<file path="src/rtl/philox_pkg.sv">
// Package for the Philox4x32 counter-based generator.
// Beat types, command and register codes, round constants. No dependencies.

package philox_pkg;

    localparam int unsigned ROUNDS  = 10;
    localparam int unsigned ROUND_W = (ROUNDS > 1) ? $clog2(ROUNDS) : 1;

    localparam logic [31:0] MUL_A  = 32'hD251_1F53;
    localparam logic [31:0] MUL_B  = 32'hCD9E_8D57;
    localparam logic [31:0] WEYL_A = 32'h9E37_79B9;
    localparam logic [31:0] WEYL_B = 32'hBB67_AE85;

    localparam logic [31:0] KEY0_RST   = 32'd56;
    localparam logic [31:0] KEY1_RST   = 32'd712;
    localparam logic [31:0] START0_RST = 32'd1;
    localparam logic [31:0] START1_RST = 32'd2;
    localparam logic [31:0] START2_RST = 32'd3;
    localparam logic [31:0] START3_RST = 32'd3;

    localparam int unsigned CFG_IDX_W = 3;

    typedef enum logic [CFG_IDX_W-1:0] {
        REG_KEY0   = 3'd0,
        REG_KEY1   = 3'd1,
        REG_START0 = 3'd2,
        REG_START1 = 3'd3,
        REG_START2 = 3'd4,
        REG_START3 = 3'd5
    } t_reg_idx;

    typedef enum logic [1:0] {
        CMD_GEN     = 2'd0,
        CMD_SKIP    = 2'd1,
        CMD_RESTART = 2'd2
    } t_cmd;

    typedef struct packed {
        logic [1:0]  command;
        logic [63:0] skip_count;
    } t_in_item;

    typedef struct packed {
        logic [31:0] rand_word0;
        logic [31:0] rand_word1;
        logic [31:0] rand_word2;
        logic [31:0] rand_word3;
    } t_out_item;

endpackage

</file>
<file path="src/rtl/philox_counter_rng_unit.sv">
// Philox4x32 counter-based random generator, top level.
// Depends on philox_pkg for beat types, codes and round constants.

// A generate beat runs ROUNDS Philox rounds, one per cycle, on a single pair of
// 32x32 multipliers, registers the four words into the output slot, then adds
// one to the 128-bit counter (low half, then carry into the high half). Input
// ready is held low for the whole sequence, including any wait for the previous
// result to be taken before the words can enter the output slot. A skip beat
// runs the same low-then-high counter add; a restart or an unused command is
// handled in idle and leaves input ready high. Config writes are always
// accepted and belong in idle time.
module philox_counter_rng_unit (
    input  logic                                 i_clk,
    input  logic                                 i_rst_n,
    input  logic                                 i_in_valid,
    output logic                                 o_in_ready,
    input  philox_pkg::t_in_item                 i_in_data,
    output logic                                 o_out_valid,
    input  logic                                 i_out_ready,
    output philox_pkg::t_out_item                o_out_data,
    input  logic                                 i_cfg_valid,
    output logic                                 o_cfg_ready,
    input  logic [philox_pkg::CFG_IDX_W-1:0]     i_cfg_index,
    input  logic [31:0]                          i_cfg_data
);
    import philox_pkg::*;

    typedef enum logic [2:0] {
        S_IDLE,
        S_ROUND,
        S_EMIT,
        S_ADD_LO,
        S_ADD_HI
    } t_state;

    t_state               r_state;
    logic [ROUND_W-1:0]   r_round;
    logic [31:0]          r_key0, r_key1;
    logic [31:0]          r_start0, r_start1, r_start2, r_start3;
    logic [63:0]          r_ctr_lo, r_ctr_hi;
    logic [63:0]          r_amount;
    logic                 r_carry;
    logic [31:0]          r_w0, r_w1, r_w2, r_w3;
    logic [31:0]          r_k0, r_k1;
    logic                 r_out_valid;
    t_out_item            r_out_data;

    logic                 in_fire;
    logic                 out_free;
    logic [63:0]          prod0, prod1;
    logic [31:0]          n_w0, n_w1, n_w2, n_w3;
    logic [64:0]          sum_lo;

    assign in_fire  = i_in_valid && o_in_ready;
    assign out_free = !r_out_valid || i_out_ready;

    // Shared round datapath: one Philox round on the working words
    always_comb begin
        prod0 = 64'(MUL_A) * 64'(r_w0);
        prod1 = 64'(MUL_B) * 64'(r_w2);
        n_w0  = prod1[63:32] ^ r_w1 ^ r_k0;
        n_w1  = prod1[31:0];
        n_w2  = prod0[63:32] ^ r_w3 ^ r_k1;
        n_w3  = prod0[31:0];
    end

    assign sum_lo = {1'b0, r_ctr_lo} + {1'b0, r_amount};

    always_ff @(posedge i_clk) begin
        if (!i_rst_n) begin
            r_state     <= S_IDLE;
            r_round     <= '0;
            r_out_valid <= 1'b0;
            r_key0      <= KEY0_RST;
            r_key1      <= KEY1_RST;
            r_start0    <= START0_RST;
            r_start1    <= START1_RST;
            r_start2    <= START2_RST;
            r_start3    <= START3_RST;
            r_ctr_lo    <= {START1_RST, START0_RST};
            r_ctr_hi    <= {START3_RST, START2_RST};
        end else begin
            // slot fills from emit, else empties on a taken beat
            if (r_state == S_EMIT && out_free) begin
                r_out_valid <= 1'b1;
            end else if (o_out_valid && i_out_ready) begin
                r_out_valid <= 1'b0;
            end

            if (i_cfg_valid) begin
                unique case (i_cfg_index)
                    REG_KEY0:   r_key0   <= i_cfg_data;
                    REG_KEY1:   r_key1   <= i_cfg_data;
                    REG_START0: r_start0 <= i_cfg_data;
                    REG_START1: r_start1 <= i_cfg_data;
                    REG_START2: r_start2 <= i_cfg_data;
                    REG_START3: r_start3 <= i_cfg_data;
                    default: ;
                endcase
            end

            unique case (r_state)
                S_IDLE: begin
                    if (in_fire) begin
                        case (i_in_data.command)
                            CMD_GEN: begin
                                r_w0    <= r_ctr_lo[31:0];
                                r_w1    <= r_ctr_lo[63:32];
                                r_w2    <= r_ctr_hi[31:0];
                                r_w3    <= r_ctr_hi[63:32];
                                r_k0    <= r_key0;
                                r_k1    <= r_key1;
                                r_round <= '0;
                                r_state <= S_ROUND;
                            end
                            CMD_SKIP: begin
                                r_amount <= i_in_data.skip_count;
                                r_state  <= S_ADD_LO;
                            end
                            CMD_RESTART: begin
                                r_ctr_lo <= {r_start1, r_start0};
                                r_ctr_hi <= {r_start3, r_start2};
                            end
                            default: ;  // unused code: dropped
                        endcase
                    end
                end
                S_ROUND: begin
                    r_w0  <= n_w0;
                    r_w1  <= n_w1;
                    r_w2  <= n_w2;
                    r_w3  <= n_w3;
                    r_k0  <= r_k0 + WEYL_A;
                    r_k1  <= r_k1 + WEYL_B;
                    r_round <= r_round + 1'b1;
                    if (r_round == ROUND_W'(ROUNDS - 1)) begin
                        r_state <= S_EMIT;
                    end
                end
                S_EMIT: begin
                    // hold the words until the output slot is free
                    if (out_free) begin
                        r_out_data  <= '{rand_word0: r_w0, rand_word1: r_w1,
                                         rand_word2: r_w2, rand_word3: r_w3};
                        r_amount    <= 64'd1;
                        r_state     <= S_ADD_LO;
                    end
                end
                S_ADD_LO: begin
                    r_ctr_lo <= sum_lo[63:0];
                    r_carry  <= sum_lo[64];
                    r_state  <= S_ADD_HI;
                end
                S_ADD_HI: begin
                    r_ctr_hi <= r_ctr_hi + 64'(r_carry);
                    r_state  <= S_IDLE;
                end
                default: r_state <= S_IDLE;
            endcase
        end
    end

    assign o_in_ready  = (r_state == S_IDLE);
    assign o_cfg_ready = 1'b1;
    assign o_out_valid = r_out_valid;
    assign o_out_data  = r_out_data;

    a_round_range: assert property (@(posedge i_clk) disable iff (!i_rst_n)
        (r_state == S_ROUND) |-> (r_round <= ROUND_W'(ROUNDS - 1)))
        else $error("round counter ran past last round");

    a_add_pair: assert property (@(posedge i_clk) disable iff (!i_rst_n)
        (r_state == S_ADD_LO) |=> (r_state == S_ADD_HI))
        else $error("counter high half not updated after low half");

    a_emit_exit: assert property (@(posedge i_clk) disable iff (!i_rst_n)
        (r_state == S_EMIT) |=> (r_state == S_EMIT || r_state == S_ADD_LO))
        else $error("generate left emit without counter increment");

    a_emit_slot: assert property (@(posedge i_clk) disable iff (!i_rst_n)
        (r_state == S_EMIT && r_out_valid && !i_out_ready) |=> (r_state == S_EMIT))
        else $error("result written over a beat not yet taken");

    a_restart: assert property (@(posedge i_clk) disable iff (!i_rst_n)
        (in_fire && i_in_data.command == CMD_RESTART)
        |=> (r_ctr_lo == {$past(r_start1), $past(r_start0)}
             && r_ctr_hi == {$past(r_start3), $past(r_start2)}))
        else $error("restart did not load start words");

endmodule

</file>
<file path="config.mk">
export PLATFORM = sky130hd
export DESIGN_NAME = philox_counter_rng_unit
export DESIGN_NICKNAME = d
export VERILOG_FILES = /design/src/rtl/philox_pkg.sv /design/src/rtl/philox_counter_rng_unit.sv
export SDC_FILE = /design/constraint.sdc
export NUM_CORES = 2
export LEC_CHECK = 0
export BUFFER_PORTS_ARGS = -buffer_cell sky130_fd_sc_hd__clkbuf_2
export CAP_MARGIN = 10
export CORE_AREA = 2 2 421 423
export DETAILED_ROUTE_END_ITERATION = 10
export DIE_AREA = 0 0 423 425
export PLACE_DENSITY = 0.54
export SYNTH_ARGS = -nofsm -noshare
export SYNTH_HDL_FRONTEND = slang
export SYNTH_SLANG_ARGS = --single-unit
export TNS_END_PERCENT = 30
</file>
<file path="constraint.sdc">
create_clock -name i_clk -period 51.5 [get_ports i_clk]
set_input_delay 12.875 -clock i_clk [delete_from_list [all_inputs] [get_ports i_clk]]
set_output_delay 12.875 -clock i_clk [all_outputs]
set_load 0.02 [all_outputs]
</file>
## Yosys cells after proc, flatten, opt, wreduce, memory -nomap -nowiden

Index checks and enable logic that the tools add are counted.

- Mux-type cells: 38
- Order comparisons: 0
- Eq/ne operators: 19
- Bitwise operators: 4
- Reductions and logical operators: 27
- Multipliers: 2
- Div/mod/pow operators: 0
- Shift-type cells: 0
- Add/subtract/negate cells: 5

Operator list:

| kind | number |
|---|---|
| 64-bit two-way mux | 7 |
| 32-bit two-way mux | 12 |
| 32-bit case mux with 2 select lines | 6 |
| 64-bit case mux with 2 select lines | 3 |
| 32-bit by 32-bit multiplier with 64-bit output, first input constant | 2 |
| 32-bit XOR | 4 |
| 64-bit by 64-bit adder with 65-bit output | 1 |
| 32-bit adder, second input constant | 2 |
| 64-bit by 1-bit adder with 64-bit output | 1 |
| 2-bit AND reduction | 7 |
| 3-bit by 2-bit equality test with 1-bit output, second input constant | 4 |
| 3-bit case mux with 4 select lines | 1 |
| 3-bit AND reduction | 4 |
| 2-bit nonzero test | 5 |
| 3-bit equality test, second input constant | 3 |
| 3-bit two-way mux | 3 |
| 4-bit two-way mux | 2 |
| 2-bit by 1-bit inequality test with 1-bit output, second input constant | 4 |
| 4-bit case mux with 2 select lines | 1 |
| 4-bit AND reduction | 2 |
| 3-bit by 1-bit equality test with 1-bit output, second input constant | 2 |
| 3-bit logical NOT | 2 |
| 3-bit case mux with 2 select lines | 1 |
| 5-bit AND reduction | 1 |
| other kinds (11) | 15 |

- Memories kept: 0
- Latch bits: 0
- Output and inout bits: 131
- Register bits after elaboration: 713
- Memory bits (writable): 0
- ROM bits: 0
- Logic and storage cells: 118

## Depth between registers and ports, before layout

- Depth in word-level cells: 4
- Gate-level depth with buffers: 28
- Mapped depth without buffers: 27

## Worst setup path after synthesis

No wires, ideal clock.

- Kind: input to register
- Start point: input port i_rst_n
- End point: register r_k0[0] (enable)
- Library setup time: 1214 ps
- Arrival time: 31296 ps
- Setup slack: 18990 ps
- Stages: 3
- Cells stage by stage: clkinv_1 > clkbuf_1 > nor4_1

- Word-level cells in the longest chain between the ends: 1

RTL lines:

| item | line | RTL |
|---|---|---|
| start, declared | philox_counter_rng_unit.sv:14 | `input logic i_rst_n,` |
| 4-bit AND reduction (no source line) | n/a |  |
| end signal, assigned | philox_counter_rng_unit.sv:111 | `r_k0 <= r_key0;` |
| end signal, assigned | philox_counter_rng_unit.sv:133 | `r_k0 <= r_k0 + WEYL_A;` |
| end, declared | philox_counter_rng_unit.sv:44 | `logic [31:0] r_k0, r_k1;` |

Every way passes these cells.
A chain may end at the register's enable or synchronous reset.

## Final worst setup path

- Start point: input port i_rst_n
- End point: register r_k0[29] (enable)

Same word-level chain as after synthesis.

==> flow_summary.json <==
{
  "status": "completed",
  "drtIter0Drc": 4850,
  "io-pin-count": 237,
  "cp.arrival_ps": 16760,
  "synth_warnings": 0,
  "slew_headroom": 0.1573,
  "synthSimpleGateAreaFrac": 0.1056,
  "start_util": 0.3982,
  "die_h_um": 425,
  "ctsHoldBuffers": 0,
  "synth_top_family_by_area": "adder cells",
  "htreeDepth": 3,
  "use_met3": 0.04498,
  "end_kind": "flip-flop",
  "grtUsageMet2": 0.4044,
  "clk_latency_ps": 730,
  "grt_max_degree": 117,
  "fmax_mhz": 60.82,
  "cts_sinks": 713,
  "period_minus_slack_ps": 16440,
  "yosysUniqueCellTypes": 99,
  "grt_overflow": 0,
  "first_global_vias": 52982,
  "die_x_um": 423,
  "rows": 154,
  "hold_violations": 0,
  "grt.busiest_layer": "met2",
  "yosys.area.top_type": "fa_1",
  "grt_usage": 0.2708,
  "crit_path_start_kind": "primary input",
  "synth_fa_ha_area_frac": 0.3879,
  "clkTransAtPathRegs_ps": 60,
  "drv_slew": 0,
  "synth_compound_area_frac": 0.1147,
  "ys.flop_type": "edfxtp_1",
  "yosysSeqAreaShare": 0.2596,
  "die_area_mm2": 0.1798,
  "antenna_left": 0,
  "synth_area_mm2": 0.06983,
  "drive_gt1_frac": 0.06676,
  "final_nets": 9203,
  "cp_max_fo": 116,
  "syn_nets": 9088,
  "synth_edf_count": 385,
  "cp.required_ps": 51820,
  "place_area_mm2": 0.07334,
  "dp_cells": 9669,
  "cts_resized": 0,
  "synth.top_cell.area_share": 0.2311,
  "fin_area_mm2": 0.07634,
  "hold_class": "reg -> reg",
  "ys_ff_latch": 713,
  "max-cap-violations": 0,
  "core-area_mm2": 0.1753,
  "syn-mean-instance-area_um2": 9.564,
  "drc": 0,
  "rsz0062_at_grt": "false",
  "regArea_mm2": 0.01813,
  "routed_wl_um": 243200,
  "drt_pass1_iterations": 6,
  "cts_tree": "built",
  "cts_setup_buffers": 0,
  "cts_root_buf": "clkbuf_16",
  "most-common-layout-cells": "1271 x inv_1, 939 x nand2_1, 875 x ha_1, 806 x fa_1, 486 x a21oi_1",
  "synth-xor-area-share": 0.04503,
  "post_drt_wl_per_cell_um": 24.73,
  "synthMuxAreaShare": 0.003225,
  "setup.worst_path.class": "in -> reg",
  "fillCellCount": 17336,
  "syn_to_final_growth_pct": 9.332,
  "portBuffers": 235,
  "grt_first_pass_wirelength_um": 357400,
  "grt_util_met1": 0.3990,
  "setup_violations": 0,
  "synthTopCellsByArea": "fa_1 23%, edfxtp_1 17%, ha_1 16%",
  "grt_antenna_before_repair": 9,
  "ys_async_sr_fraction": 0,
  "hpwl_um": 197600,
  "finClkSkew_ps": 64.34,
  "vias": 52735,
  "place_congestion": 0.9651,
  "fin_crit_sh": 0.3193,
  "cts_buffer_depth": 3,
  "routed_via_density": 5.364,
  "worst_slew_pin_slew_ps": 1264,
  "syn_inst": 7301,
  "multi_input_area_mm2": 0.04590,
  "fin_setup_tns_ps": 0,
  "stdcell_count": 9832,
  "mostFrequentLayoutCell": "inv_1",
  "numCtsBuffers": 85
}
## routing by layer
metal | up-vias | share of wire
li1 | 24274 | -
met1 | 26313 | 0.46
met2 | 1839 | 0.43
met3 | 303 | 0.075
met4 | 6 | 0.033
met5 | - | 0.00019
## sequential cells by signal, indices dropped and copies added, names as in the netlist, 64 cells and up
| signal | count |
|---|---|
| o_out_data | 128 |
| r_amount | 64 |
| r_ctr_hi | 64 |
| r_ctr_lo | 64 |
## worst max-delay path, stage by stage
cell,delay (ps)
clkbuf_2,80
buf_4,510
inv_8,390
nor4_2,310
buf_4,730
buf_4,700
buf_4,880
## layout make-up
cell class,instances,share of cell area
inverter,1272,0.06264
antenna,3,0.00009833
clock buffer,126,0.03330
clock inverter,34,0.005949
sequential,713,0.2375
timing repair buffer,292,0.02101
tap,2340,0.03835
multi-input combinational,5052,0.6012
## per-stage QoR
step	setup slack [ps]	utilization	hold slack (ps)
finish	35060	0.4354	453.3
global route	34890	0.4354	465.7
CTS	35120	0.4354	453.3
detailed placement	34350	0.4183	444.8
global placement	34400	0.4183	440.5
floorplan	18990	-	424.4
## final timing paths
| check | endpoint | slack, ps | from | depth (start not counted) |
|---|---|---|---|---|
| min | r_start2[29] | 450 | r_start2[29] | 2 |
| max reg2reg | r_w2[27] | 42010 | r_w0[11] | 21 |
| max | r_k0[29] | 35060 | i_rst_n | 7 |
| min reg2reg | r_start2[29] | 450 | r_start2[29] | 2 |
## synthesized netlist by cell type, types with 7 or more instances
library cell,count
inv_1,1271
nand2_1,941
ha_1,875
fa_1,806
a21oi_1,486
edfxtp_1,385
dfxtp_1,328
o21ai_0,304
nor2_1,285
xnor2_1,270
clkbuf_1,224
a21o_1,107
nand3_1,102
xor2_1,89
nor2b_1,88
nand4_1,54
o22ai_1,49
a311oi_1,46
a211oi_1,45
nor3_1,45
o21bai_1,45
and3_1,40
a31oi_1,35
and2_1,24
nor4_1,22
nand2b_1,21
o21a_1,21
o31ai_1,19
mux2i_1,18
o211ai_1,17
or3_1,16
o21ai_1,15
or2_2,14
buf_1,13
buf_2,11
a41oi_1,10
a211o_1,8
nand3b_1,8
a2111oi_0,7
o221ai_1,7
## logic make-up after synthesis
logic type / Yosys count
fa+ha+maj: 1681
xor+xnor: 359
buf+inv: 1536
flops: 713
other cells: 1
simple gates: 1686
compound gates: 1303
mux: 22
Power is not shown: default switching activity piles up to over one toggle a cycle in this logic, so the estimate is an artifact.
